## src/design/ast_pkg.sv

```systemverilog
// Package for the assembly source tokenizer: transaction structs, token kinds,
// error codes, character constants and the keyword table.
// No dependencies; used by assembly_source_tokenizer_top.
package ast_pkg;

   localparam int POS_BITS_DEFAULT = 16;

   typedef struct packed {
      logic       func;
      logic [7:0] source_byte;
   } req_type;

   typedef struct packed {
      logic [5:0]  token_kind;
      logic [1:0]  error_code;
      logic [15:0] token_start;
      logic [15:0] token_end;
      logic        last_of_run;
   } rsp_type;

   // Input function codes.
   localparam logic FUNC_BYTE = 1'b0;
   localparam logic FUNC_END  = 1'b1;

   // Token kinds.
   localparam logic [5:0] KIND_EOF      = 6'd0;
   localparam logic [5:0] KIND_COLON    = 6'd1;
   localparam logic [5:0] KIND_COMMA    = 6'd2;
   localparam logic [5:0] KIND_PLUS     = 6'd3;
   localparam logic [5:0] KIND_LBRACKET = 6'd4;
   localparam logic [5:0] KIND_RBRACKET = 6'd5;
   localparam logic [5:0] KIND_STRING   = 6'd6;
   localparam logic [5:0] KIND_IDENT    = 6'd7;
   localparam logic [5:0] KIND_DEC      = 6'd8;
   localparam logic [5:0] KIND_KEYWORD0 = 6'd12;
   localparam logic [5:0] KIND_ERROR    = 6'd43;

   // Error codes.
   localparam logic [1:0] ERR_NONE       = 2'd0;
   localparam logic [1:0] ERR_INVALID    = 2'd1;
   localparam logic [1:0] ERR_INCOMPLETE = 2'd2;
   localparam logic [1:0] ERR_UNEXPECTED = 2'd3;

   // Number bases; the numeric token kind is KIND_DEC plus the base code.
   localparam logic [1:0] BASE_DEC = 2'd0;
   localparam logic [1:0] BASE_HEX = 2'd1;
   localparam logic [1:0] BASE_BIN = 2'd2;
   localparam logic [1:0] BASE_OCT = 2'd3;

   // Characters.
   localparam logic [7:0] CH_SPACE    = 8'h20;
   localparam logic [7:0] CH_NEWLINE  = 8'h0A;
   localparam logic [7:0] CH_SEMI     = 8'h3B;
   localparam logic [7:0] CH_COLON    = 8'h3A;
   localparam logic [7:0] CH_COMMA    = 8'h2C;
   localparam logic [7:0] CH_PLUS     = 8'h2B;
   localparam logic [7:0] CH_LBRACKET = 8'h5B;
   localparam logic [7:0] CH_RBRACKET = 8'h5D;
   localparam logic [7:0] CH_QUOTE    = 8'h22;
   localparam logic [7:0] CH_UNDER    = 8'h5F;
   localparam logic [7:0] CH_LOW_X    = 8'h78;
   localparam logic [7:0] CH_LOW_B    = 8'h62;

   // Keywords, left-justified and zero padded to four characters.
   localparam int KW_COUNT = 31;
   localparam logic [31:0] KW_NAME [KW_COUNT] = '{
      {"SET", 8'h00}, {"ADD", 8'h00}, {"SUB", 8'h00}, {"MUL", 8'h00},
      {"DIV", 8'h00}, {"MOD", 8'h00}, {"SHL", 8'h00}, {"SHR", 8'h00},
      {"AND", 8'h00}, {"BOR", 8'h00}, {"XOR", 8'h00}, {"IFE", 8'h00},
      {"IFN", 8'h00}, {"IFG", 8'h00}, {"IFB", 8'h00}, {"JSR", 8'h00},
      {"DAT", 8'h00}, "PUSH", "PEEK", {"POP", 8'h00},
      {"SP", 16'h0000}, {"PC", 16'h0000},
      {"O", 24'h0}, {"A", 24'h0}, {"B", 24'h0}, {"C", 24'h0}, {"X", 24'h0},
      {"Y", 24'h0}, {"Z", 24'h0}, {"I", 24'h0}, {"J", 24'h0}
   };
   localparam logic [2:0] KW_LEN [KW_COUNT] = '{
      3'd3, 3'd3, 3'd3, 3'd3, 3'd3, 3'd3, 3'd3, 3'd3, 3'd3, 3'd3, 3'd3,
      3'd3, 3'd3, 3'd3, 3'd3, 3'd3, 3'd3, 3'd4, 3'd4, 3'd3, 3'd2, 3'd2,
      3'd1, 3'd1, 3'd1, 3'd1, 3'd1, 3'd1, 3'd1, 3'd1, 3'd1
   };

endpackage

```

## src/design/assembly_source_tokenizer_top.sv

```systemverilog
// Top level of the assembly source tokenizer: scanner state machine, keyword
// match and result queue in one module.
// Depends on ast_pkg for the transaction structs, codes and keyword table.
//
// Usage: source bytes arrive on the req_ channel, one transaction per byte,
// with func set to FUNC_BYTE; a transaction with func set to FUNC_END closes
// the source, flushes any pending token, emits an end-of-source token and
// restarts positions at zero. Tokens and error items leave on the rsp_
// channel, one per transaction; one request causes zero, one or two results,
// and last_of_run marks the final result of each request.
// A request is taken into an input register, from which the scanner handles
// it and writes its results into a four-entry result queue whose head drives
// rsp_data.
// Throughput is one request per cycle while the receiver keeps up. req_stall
// rises only when the queue holds more than two results, so a request with
// two results is absorbed as long as the receiver drains one per cycle.
// When the receiver stalls, the queue fills and the input register then
// holds its transaction until room for two results opens again.
// Reset empties the queue and the input register and returns the scanner to
// the between-tokens state at byte position zero.
module assembly_source_tokenizer_top #(
   parameter int POSITION_BITS = ast_pkg::POS_BITS_DEFAULT
) (
   input  logic             clock,
   input  logic             reset,
   input  logic             req_valid,
   output logic             req_stall,
   input  ast_pkg::req_type req_data,
   output logic             rsp_valid,
   input  logic             rsp_stall,
   output ast_pkg::rsp_type rsp_data
);
   import ast_pkg::*;

   localparam int QDEPTH = 4;
   localparam int QAW = $clog2(QDEPTH);

   typedef enum logic [2:0] {
      MODE_IDLE, MODE_COMMENT, MODE_STRING, MODE_IDENT,
      MODE_ZERO, MODE_PREFIX, MODE_DIGITS, MODE_DEAD
   } mode_type;

   // Input register.
   logic    in_vld_ff;
   req_type in_data_ff;

   // Scanner state.
   mode_type               mode_ff, mode_in;
   logic [POSITION_BITS-1:0] pos_ff, pos_in;
   logic [POSITION_BITS-1:0] tb_ff, tb_in;
   logic [6:0]             chars_ff [4];
   logic [6:0]             chars_in [4];
   logic [2:0]             len_ff, len_in;
   logic [1:0]             base_ff, base_in;

   // Result queue.
   rsp_type        q_mem_ff [QDEPTH];
   logic [QAW-1:0] q_wr_ff, q_rd_ff;
   logic [QAW:0]   q_cnt_ff;

   logic    advance;
   logic    pop;
   rsp_type res [2];
   logic [1:0] res_cnt;

   logic [7:0] c;
   logic [6:0] c_up;
   logic [15:0] p16, p1_16, tb16, tb1_16;
   logic [POSITION_BITS-1:0] p_plus1;
   logic [5:0] ident_kind;

   // Outcome of handling the byte as if between tokens.
   mode_type                 idle_mode;
   logic                     idle_emit;
   rsp_type                  idle_res;
   logic                     idle_tb_set;
   logic [POSITION_BITS-1:0] idle_tb;
   logic                     idle_ident;

   function automatic logic is_alpha(input logic [7:0] ch);
      return (ch >= "a" && ch <= "z") || (ch >= "A" && ch <= "Z");
   endfunction

   function automatic logic is_dec(input logic [7:0] ch);
      return ch >= "0" && ch <= "9";
   endfunction

   function automatic logic is_word(input logic [7:0] ch);
      return is_alpha(ch) || is_dec(ch) || ch == CH_UNDER;
   endfunction

   function automatic logic is_digit_of(input logic [7:0] ch, input logic [1:0] base);
      logic r;
      unique case (base)
         BASE_HEX: r = is_dec(ch) || (ch >= "a" && ch <= "f") || (ch >= "A" && ch <= "F");
         BASE_BIN: r = ch == "0" || ch == "1";
         BASE_OCT: r = ch >= "0" && ch <= "7";
         default:  r = is_dec(ch);
      endcase
      return r;
   endfunction

   function automatic rsp_type mk(input logic [5:0] kind, input logic [1:0] code,
                                  input logic [15:0] s, input logic [15:0] e);
      rsp_type r;
      r.token_kind  = kind;
      r.error_code  = code;
      r.token_start = s;
      r.token_end   = e;
      r.last_of_run = 1'b0;
      return r;
   endfunction

   assign advance   = in_vld_ff && (q_cnt_ff <= (QAW+1)'(QDEPTH - 2));
   assign req_stall = in_vld_ff && !advance;
   assign rsp_valid = q_cnt_ff != '0;
   assign rsp_data  = q_mem_ff[q_rd_ff];
   assign pop       = rsp_valid && !rsp_stall;

   assign c       = in_data_ff.source_byte;
   assign c_up    = (c >= "a" && c <= "z") ? 7'(c - 8'd32) : c[6:0];
   assign p_plus1 = pos_ff + 1'b1;
   assign p16     = 16'(pos_ff);
   assign p1_16   = 16'({1'b0, pos_ff} + (POSITION_BITS+1)'(1));
   assign tb16    = 16'(tb_ff);
   assign tb1_16  = 16'({1'b0, tb_ff} + (POSITION_BITS+1)'(1));

   // Keyword lookup over the stored identifier; all compares run in parallel.
   always_comb begin
      ident_kind = KIND_IDENT;
      for (int k = KW_COUNT - 1; k >= 0; k--) begin
         if (len_ff >= 3'd1 && len_ff <= 3'd4 && KW_LEN[k] == len_ff &&
             chars_ff[0] == KW_NAME[k][30:24] && chars_ff[1] == KW_NAME[k][22:16] &&
             chars_ff[2] == KW_NAME[k][14:8] && chars_ff[3] == KW_NAME[k][6:0]) begin
            ident_kind = KIND_KEYWORD0 + 6'(k);
         end
      end
   end

   always_comb begin
      idle_mode   = MODE_IDLE;
      idle_emit   = 1'b0;
      idle_res    = mk(KIND_COLON, ERR_NONE, p16, p1_16);
      idle_tb_set = 1'b0;
      idle_tb     = pos_ff;
      idle_ident  = 1'b0;
      if (c > CH_SPACE) begin
         priority if (c == CH_SEMI) begin
            idle_mode = MODE_COMMENT;
         end else if (c == CH_COLON) begin
            idle_emit = 1'b1;
         end else if (c == CH_COMMA) begin
            idle_emit = 1'b1;
            idle_res.token_kind = KIND_COMMA;
         end else if (c == CH_PLUS) begin
            idle_emit = 1'b1;
            idle_res.token_kind = KIND_PLUS;
         end else if (c == CH_LBRACKET) begin
            idle_emit = 1'b1;
            idle_res.token_kind = KIND_LBRACKET;
         end else if (c == CH_RBRACKET) begin
            idle_emit = 1'b1;
            idle_res.token_kind = KIND_RBRACKET;
         end else if (c == CH_QUOTE) begin
            idle_mode   = MODE_STRING;
            idle_tb_set = 1'b1;
            idle_tb     = p_plus1;
         end else if (is_alpha(c) || c == CH_UNDER) begin
            idle_mode   = MODE_IDENT;
            idle_tb_set = 1'b1;
            idle_ident  = 1'b1;
         end else if (c == "0") begin
            idle_mode   = MODE_ZERO;
            idle_tb_set = 1'b1;
         end else if (is_dec(c)) begin
            idle_mode   = MODE_DIGITS;
            idle_tb_set = 1'b1;
         end else begin
            idle_mode = MODE_DEAD;
            idle_emit = 1'b1;
            idle_res  = mk(KIND_ERROR, ERR_INVALID, p16, p16);
         end
      end
   end

   // Scanner: next state and up to two results for the registered request.
   always_comb begin
      logic take_idle;
      take_idle = 1'b0;
      mode_in  = mode_ff;
      pos_in   = pos_ff;
      tb_in    = tb_ff;
      chars_in = chars_ff;
      len_in   = len_ff;
      base_in  = base_ff;
      res[0]   = mk(KIND_EOF, ERR_NONE, p16, p16);
      res[1]   = mk(KIND_EOF, ERR_NONE, p16, p16);
      res_cnt  = 2'd0;
      if (in_data_ff.func == FUNC_END) begin
         unique case (mode_ff)
            MODE_STRING: begin
               res[0] = mk(KIND_STRING, ERR_NONE, tb16, p16);
               res_cnt = 2'd1;
            end
            MODE_IDENT: begin
               res[0] = mk(ident_kind, ERR_NONE, tb16, p16);
               res_cnt = 2'd1;
            end
            MODE_ZERO: begin
               res[0] = mk(KIND_DEC, ERR_NONE, tb16, tb1_16);
               res_cnt = 2'd1;
            end
            MODE_PREFIX: begin
               res[0] = mk(KIND_ERROR, ERR_INCOMPLETE, tb16, tb16);
               res_cnt = 2'd1;
            end
            MODE_DIGITS: begin
               res[0] = mk(KIND_DEC + 6'(base_ff), ERR_NONE, tb16, p16);
               res_cnt = 2'd1;
            end
            MODE_IDLE, MODE_COMMENT, MODE_DEAD: begin
            end
         endcase
         res[res_cnt[0]] = mk(KIND_EOF, ERR_NONE, p16, p16);
         res_cnt  = res_cnt + 2'd1;
         mode_in  = MODE_IDLE;
         pos_in   = '0;
         tb_in    = '0;
         chars_in = '{default: '0};
         len_in   = '0;
         base_in  = BASE_DEC;
      end else begin
         unique case (mode_ff)
            MODE_COMMENT: begin
               if (c == CH_NEWLINE) mode_in = MODE_IDLE;
            end
            MODE_STRING: begin
               if (c == CH_QUOTE) begin
                  res[0] = mk(KIND_STRING, ERR_NONE, tb16, p16);
                  res_cnt = 2'd1;
                  mode_in = MODE_IDLE;
               end
            end
            MODE_IDENT: begin
               if (is_word(c)) begin
                  if (len_ff < 3'd4) chars_in[len_ff[1:0]] = c_up;
                  if (len_ff < 3'd7) len_in = len_ff + 3'd1;
               end else begin
                  res[0] = mk(ident_kind, ERR_NONE, tb16, p16);
                  res_cnt = 2'd1;
                  take_idle = 1'b1;
               end
            end
            MODE_ZERO: begin
               if (c == CH_LOW_X || c == CH_LOW_B) begin
                  mode_in = MODE_PREFIX;
                  base_in = (c == CH_LOW_X) ? BASE_HEX : BASE_BIN;
               end else if (is_digit_of(c, BASE_OCT)) begin
                  mode_in = MODE_DIGITS;
                  base_in = BASE_OCT;
                  tb_in   = pos_ff;
               end else begin
                  res[0] = mk(KIND_DEC, ERR_NONE, tb16, tb1_16);
                  res_cnt = 2'd1;
                  take_idle = 1'b1;
               end
            end
            MODE_PREFIX: begin
               if (is_digit_of(c, base_ff)) begin
                  mode_in = MODE_DIGITS;
                  tb_in   = pos_ff;
               end else begin
                  res[0] = mk(KIND_ERROR, ERR_INCOMPLETE, tb16, tb16);
                  res_cnt = 2'd1;
                  mode_in = MODE_DEAD;
               end
            end
            MODE_DIGITS: begin
               if (is_digit_of(c, base_ff)) begin
                  mode_in = MODE_DIGITS;
               end else if (is_word(c)) begin
                  res[0] = mk(KIND_ERROR, ERR_UNEXPECTED, p16, p16);
                  res_cnt = 2'd1;
                  mode_in = MODE_DEAD;
               end else begin
                  res[0] = mk(KIND_DEC + 6'(base_ff), ERR_NONE, tb16, p16);
                  res_cnt = 2'd1;
                  take_idle = 1'b1;
               end
            end
            MODE_DEAD: begin
            end
            MODE_IDLE: begin
               take_idle = 1'b1;
            end
         endcase
         if (take_idle) begin
            mode_in = idle_mode;
            if (idle_emit) begin
               res[res_cnt[0]] = idle_res;
               res_cnt = res_cnt + 2'd1;
            end
            if (idle_tb_set) tb_in = idle_tb;
            if (idle_mode == MODE_DIGITS) base_in = BASE_DEC;
            if (idle_ident) begin
               chars_in = '{c_up, 7'd0, 7'd0, 7'd0};
               len_in   = 3'd1;
            end
         end
         pos_in = p_plus1;
      end
      if (res_cnt == 2'd2) begin
         res[1].last_of_run = 1'b1;
      end else begin
         res[0].last_of_run = 1'b1;
      end
   end

   always_ff @(posedge clock) begin
      if (reset) begin
         in_vld_ff <= 1'b0;
         mode_ff   <= MODE_IDLE;
         pos_ff    <= '0;
         tb_ff     <= '0;
         chars_ff  <= '{default: '0};
         len_ff    <= '0;
         base_ff   <= BASE_DEC;
         q_wr_ff   <= '0;
         q_rd_ff   <= '0;
         q_cnt_ff  <= '0;
      end else begin
         if (!req_stall) begin
            in_vld_ff <= req_valid;
         end
         if (advance) begin
            mode_ff  <= mode_in;
            pos_ff   <= pos_in;
            tb_ff    <= tb_in;
            chars_ff <= chars_in;
            len_ff   <= len_in;
            base_ff  <= base_in;
            q_wr_ff  <= q_wr_ff + QAW'(res_cnt);
         end
         if (pop) begin
            q_rd_ff <= q_rd_ff + 1'b1;
         end
         q_cnt_ff <= q_cnt_ff + (advance ? (QAW+1)'(res_cnt) : '0) - (QAW+1)'(pop);
      end
   end

   // Payload registers: input data and queue entries need no reset.
   always_ff @(posedge clock) begin
      if (!req_stall) begin
         in_data_ff <= req_data;
      end
      if (advance && res_cnt != 2'd0) begin
         q_mem_ff[q_wr_ff] <= res[0];
      end
      if (advance && res_cnt == 2'd2) begin
         q_mem_ff[q_wr_ff + 1'b1] <= res[1];
      end
   end

endmodule
```

## config.mk

```make
export PLATFORM = sky130hd
export DESIGN_NAME = assembly_source_tokenizer_top
export DESIGN_NICKNAME = d
export VERILOG_FILES = /design/src/design/ast_pkg.sv /design/src/design/assembly_source_tokenizer_top.sv
export SDC_FILE = /design/constraint.sdc
export NUM_CORES = 1
export LEC_CHECK = 0
export BUFFER_PORTS_ARGS = -buffer_cell sky130_fd_sc_hd__buf_2
export CAP_MARGIN = 10
export CORE_AREA = 2 2 197 199
export CTS_BUF_LIST = sky130_fd_sc_hd__clkbuf_2 sky130_fd_sc_hd__clkbuf_4 sky130_fd_sc_hd__clkbuf_8
export CTS_CLUSTER_DIAMETER = 30
export CTS_CLUSTER_SIZE = 14
export DETAILED_ROUTE_END_ITERATION = 8
export DIE_AREA = 0 0 199 201
export GPL_TIMING_DRIVEN = 1
export MAX_ROUTING_LAYER = met4
export SYNTH_ARGS = -nofsm -noshare
export SYNTH_HDL_FRONTEND = slang
export SYNTH_SLANG_ARGS = --single-unit
```

## constraint.sdc

```tcl
create_clock -name clock -period 21.3 [get_ports clock]
set_clock_uncertainty 0.1 [all_clocks]
set_input_delay 0 -clock clock [delete_from_list [all_inputs] [get_ports clock]]
set_output_delay 0 -clock clock [all_outputs]
set_load 0.005 [all_outputs]
```

==> metrics.txt, run 1 <==
status=complete, no violations; MaxCap Viol Count=0; DR vias/cell=6.48; post-synthesis sequential area ratio=40.0%; clock sink count=approximately 250; maximum clock frequency=~160 MHz; number of flops mapped to enable cells by yosys=173; fillcell total=between 3000 and 4000; # setup viols final=0; setup_tns=0 ns; Critical Path Start Type=flip-flop; DR DRC count=0; Post-Syn Area=roughly 17000 sq um; first-pass GRT wire length=86.3 mm; latest clock arrival within the worst-skew pair=0.65 ns; Most used DFF post-synth=edfxtp_1; Num CTS Buffers=between 50 and 60; clk buf depth=3; Core ar.=38100 sq um; hold path depth=5; Critical Path Max Stage Delay=around 0.77 ns; fin crit share=between 20% and 30%; CTS tree=built; largest net degree at the start of global routing=67; # port buffers=55; routability congestion estimate=0.962; crit end category=flip-flop; synth warn=0; vias in the first global route=14000; crit path kind=reg2reg; post-synthesis cell type count=96; ANT cells=0; Chip Width=199 microns; Async S/R FF share, synth=0%; Initial Util=44.3%; detailed placement HPWL=38.2 mm; fin util=between 40% and 50%; Starting DRT DRC Count=1577; die area=40000 sq um; R2R cell count=15; Yosys reg bits=approximately 250; critical path fanouts, max=41; hold slack final=0.245 ns; H-tree levels=2; worst-path cell chain=inv_1 -> ha_1 -> nand3_1 -> a32o_1 -> nand4_2 -> o21ai_1 -> nor2_4 -> inv_2 -> ha_1 -> nor4b_2 -> a311oi_4 -> inv_2 -> or3_1 -> a21boi_4 -> buf_4; Period minus WS final=6.09 ns; Total GRT Usage=between 20 and 30%; clock root buffer=clkbuf_8; peak supply drop=54.5 uV; final hold violation count=0; Max stage delay cell, worst path=a311oi_4; initial antenna violation count=0; # rows=about 70; syn_area_per_cell=9.82 sq um; DIE HEIGHT=201 microns; GRT Residual Overflow=0; Nets=around 1800; Final Slew Violations=0; synthesis-to-finish area growth=11.7%; DR WL/cell=about 25 microns; Hold Path Class=in2reg; io pins=56; final wirelength=56.3 mm; syn_nets=roughly 1700; clock-pin slew on the worst setup and hold paths=around 0.050 ns; cell count after synthesis=1719; P_leak=roughly 6.9 nW; CP arrival=about 6.2 ns; RSZ-0062 raised after global routing=no; max_slew headroom=~16%; antenna viol nets, final=0; Worst-Margin Slew=approximately 1.2 ns; layout cells sized above 1=approximately 19%; via count=between 10000 and 15000; # Post-CTS Setup Buffers=0; drt first pass iters=6; critical path data required time=between 20 and 25 ns; PwrDens=between 80 and 90 nW/um^2
-- routing by layer --
layer	share of wire, %	global-route usage (%)	vias up
met5	0	-	-
met4	2.9	9.33	0
met3	9.1	5.38	130
met2	44	42.4	739
met1	44	40.4	7307
li1	-	-	6658
-- flip-flops by register name, summed over array words and instances, names as in the netlist, named ones only --
register / flops
q_cnt_ff: 3
len_ff: 3
base_ff: 2
in_vld_ff: 1
tb16: 16
q_wr_ff: 2
in_data_ff: 1
c: 8
p16: 16
q_mem_ff: 164
q_rd_ff: 2
mode_ff: 3
chars_ff: 28
-- critical path, delay by kind of cell, from the launching register on --
family / cells / cell delay, ns
compound gates: 4 / 1.86
flops: 1 / 0.65
simple gates: 5 / 1.54
fa+ha+maj: 2 / 0.51
buf+inv: 4 / 1.00
-- final cells by class --
class                      instances  area [sq um]  area share (%)
clock buffer                      66           827            4.39
clock inverter                    31           305            1.62
inverter                          27           101           0.537
multi-input combinational       1282          9440            50.1
sequential                       251          6760            35.8
tap                              518           648            3.44
timing repair buffer             114           778            4.13
-- path summary, 6_finish.rpt --
kind | from | to | slack (ns)
max | c[6]$_DFFE_PN_ | q_mem_ff[3][32]$_DFFE_PP_ | 15.21
max reg2reg | c[6]$_DFFE_PN_ | q_mem_ff[3][32]$_DFFE_PP_ | 15.21
min | rsp_stall | flip-flop | 0.25
min reg2reg | chars_ff[4]$_SDFFE_PP0P_ | chars_ff[4]$_SDFFE_PP0P_ | 0.36
-- cell usage in the layout (no fill, tap or decap), types with 11 or more instances in the layout --
master	count
o221ai_1	14
buf_4	35
mux4_2	41
o211ai_1	38
dfxtp_1	76
xor2_1	27
nand4_1	28
nor2_1	123
buf_2	55
o21ai_0	68
nor2b_1	15
nor3_1	48
mux2_2	61
nor4_1	20
or3_1	16
xnor2_1	25
nand2_1	150
mux2i_1	95
clkbuf_8	53
and3_1	25
clkbuf_4	13
and2_1	11
inv_1	24
dlygate4sd3_1	24
a211oi_1	14
a21oi_1	76
a31oi_1	23
edfxtp_1	173
nand2b_1	17
ha_1	15
o22ai_1	11
nand3_1	74
a211o_1	16
o2bb2ai_1	17
-- power by group --
group	internal, mW	switching, mW	leakage (nW)
combinational	0.178	0.267	4.04
sequential	0.564	0.0259	2.25
clock	0.311	0.229	0.580
-- cell families (layout without fill, tap and decap cells) --
group	count (synthesis)	count (layout)	share of synthesized area (%)
buf+inv	186	238	4.44
flops	251	251	40.0
mux	201	201	15.5
compound gates	412	412	17.4
xor+xnor	52	52	2.70
simple gates	601	601	18.7
fa+ha+maj	16	16	1.23
-- synth_stat cells, drive strengths merged (38+ instances only) --
master	n	area share, %
clkbuf	122	2.7
mux2i	95	5.6
o211ai	38	1.7
nor3	52	1.7
mux2	65	4.4
edfxtp	173	31
nand2	152	3.5
dfxtp	78	9.2
nor2	124	2.8
o21ai	73	2.2
nand3	74	2.2
a21oi	80	2.4
mux4	41	5.5
-- per-stage QoR --
step / worst slack, ns / area (sq um) / cells / total power [mW]
CTS: 15.32 / 18900 / 2289 / 1.59
global route: 14.88 / 18900 / 2289 / 1.65
floorplan: 14.21 / 16900 / 1719 / 0.892
detailed placement: 15.34 / 17500 / 2168 / 1.04
finish: 15.21 / 18900 / 2289 / 1.57
global placement: 15.48 / 17500 / 2168 / 1.03
-- timing repair --
action | in CTS | in global routing
hold endpoints to repair | 44 | 0
hold buffers | 24 | 0
resized for setup | 0 | 0
endpoints found under the setup margin | 0 | 0
Power figures use the tool's default switching activity.
==> run 2, diff against run 1 <==
clock period = 5.2 ns   (was 21.3 ns; I/O delays follow)
==> metrics.txt, run 2 (synthesis gave the netlist of run 1 again) <==
CTS Hold Bufs=24 (unchanged); status=complete, no violations; clock root buffer=clkbuf_8; hold path depth=5 (unchanged); crit path kind=reg2reg; Final Instance Count excl. Fillers=2341 (+2.3%); # rows=72 (unchanged); clock-pin slew on the worst setup and hold paths=0.06 ns (about the same); Post-Place Cells=2209 (+1.9%); die area=40000 sq um (unchanged); Final Slew Violations=0 (unchanged); worst setup margin=0.395 ns (-14.81 ns); final hold violation count=0 (unchanged); Initial Util=44.3% (unchanged); critical path fanouts, max=14 (-66%); Worst Min Path Start=rsp_stall; via count=15000 (+1.2%); P_leak=7.18 nW (+4.5%); met2 global-route usage=43.9% (+1.6 points); Final Instance Area=19400 sq um (+3.0%); DR DRC count=0 (unchanged); layout cells sized above 1=21.2% (+2.7 points); # Post-CTS Setup Buffers=0 (unchanged); Num CTS Buffers=57 (+9.6%); first-pass GRT wire length=88.1 mm (+2.1%); DR WL/cell=24.5 microns (-0.45%); initial antenna violation count=0 (unchanged); setup_tns=0 ns (unchanged); latest clock arrival within the worst-skew pair=0.67 ns (+0.02 ns); Chip Width=199 microns (unchanged); GRT Residual Overflow=0 (unchanged); r2r setup slk=0.40 ns (-14.81 ns); routability congestion estimate=0.985 (+2.4%); Starting DRT DRC Count=1683 (+6.7%); Top Usage Layer GRT=met2; fin util=51.0% (+1.5 points); Total GRT Usage=29.6% (+0.70 points); largest net degree at the start of global routing=51 (-24%); CP arrival=5.23 ns (-1.01 ns); R2R cell count=21 (+6); met3 GRT Util=5.19% (-0.18 points); Core ar.=38100 sq um (unchanged); dpl ws=0.462 ns (-14.88 ns); crit path from=c[6]$_DFFE_PN_; H-tree levels=2 (unchanged); synthesis-to-finish area growth=15.1%; Hold Path Class=in2reg; DR vias/cell=6.41 (-1.0%); Post-CTS Resized=0 (unchanged); drt first pass iters=6 (unchanged); DP Area=17800 sq um (+2.1%); PwrDens=354 nW/um^2 (+320%); io pins=56 (unchanged); final wirelength=57.3 mm (+1.8%); Largest Register=q_mem_ff; vias in the first global route=14500 (+3.6%); Largest register FFs=164 (unchanged); # setup viols final=0 (unchanged); peak supply drop=248 uV (+360%); critical path data required time=5.62 ns (-15.83 ns); GR Util met1=40.5% (+0.16 points); Period minus WS final=4.80 ns (-1.29 ns); MaxCap Viol Count=0 (unchanged); Largest regs=q_mem_ff x164, chars_ff x28; # port buffers=55 (unchanged); DIE HEIGHT=201 microns (unchanged); RSZ-0062 raised after global routing=no; maximum clock frequency=208 MHz (+27%); clk buf depth=3 (unchanged); detailed placement HPWL=39.7 mm (+3.9%); reg2reg start=c[6]$_DFFE_PN_; fin crit share=92.4% (+64 points); clock sink count=251 (unchanged); antenna viol nets, final=0 (unchanged); crit end category=flip-flop; ANT cells=0 (unchanged); most common cell after layout, fill and taps aside=edfxtp_1; CTS tree=built; Nets=1803 (+2.6%); commonest cells after routing, fill and taps aside=173 x edfxtp_1, 150 x nand2_1, 123 x nor2_1; Worst-Margin Slew=0.971 ns (-0.278 ns); Critical Path Start Type=flip-flop; max_slew headroom=35.0% (+19 points); worst reg2reg endpoint=q_cnt_ff[2]$_SDFF_PP0_
run 2: changes by cell type in the layout (fill, tap and decap cells not counted), sizes merged:
| cell | previous run | this run |
|---|---|---|
| clkbuf | 66 | 59 |
| buf | 90 | 131 |
| bufinv | 4 | 6 |
| clkinv | 20 | 22 |
| inv | 30 | 41 |
| clkinvlp | 4 | 7 |
run 2: worst max path at each step:
stage                     cells past startpoint                        to  slack, ns
final                                        21    q_cnt_ff[2]$_SDFF_PP0_       0.40
after detailed placement                     21    q_cnt_ff[2]$_SDFF_PP0_       0.46
after global routing                         21    q_cnt_ff[2]$_SDFF_PP0_       0.03
after floorplan                              14  q_mem_ff[1][0]$_DFFE_PP_       0.02
after global placement                       22    q_cnt_ff[2]$_SDFF_PP0_       0.52
after CTS                                    21    q_cnt_ff[2]$_SDFF_PP0_       0.46
run 2: area by class of cell:
type / instances / area [sq um]
inverter: 27 / 101
sequential: 251 / 6760
fill: 3472 / 18700
tap: 518 / 648
clock inverter: 49 / 539
clock buffer: 59 / 806
timing repair buffer: 155 / 1150
multi-input combinational: 1282 / 9430
run 2: routing by layer:
layer	vias up	wire, microns
li1	6763	-
met1	7368	24800
met2	758	25700
met3	124	5030
met4	0	1790
met5	-	0
run 2: worst max-delay path, stage by stage (launching register included):
cell and delay, ns:
edfxtp_1 0.65, inv_1 0.15, ha_1 0.24, nand3_1 0.23
a32o_1 0.38, nand4_2 0.15, o21ai_1 0.37, nor2_4 0.10
inv_2 0.15, ha_1 0.26, nor4b_2 0.18, a311oi_4 0.32
inv_2 0.12, nand2_1 0.08, ha_1 0.22, inv_1 0.05
ha_1 0.13, inv_1 0.05, fa_1 0.37, xnor2_1 0.19
xnor2_1 0.14, nor2_1 0.05
run 2: power breakdown:
group | switching (mW) | internal [mW] | total [mW] | leakage (nW)
registers | 0.114 | 2.31 | 2.42 | 2.25
clock network | 1.12 | 1.44 | 2.56 | 0.668
logic | 1.12 | 0.777 | 1.90 | 4.26
total | 2.36 | 4.53 | 6.88 | 7.18
run 2: per-stage QoR:
step	total power, mW	hold slack (ns)
floorplan	3.65	-0.00113
global placement	4.30	0.0785
detailed placement	4.32	0.0786
CTS	6.92	0.154
global route	7.18	0.197
finish	6.88	0.189
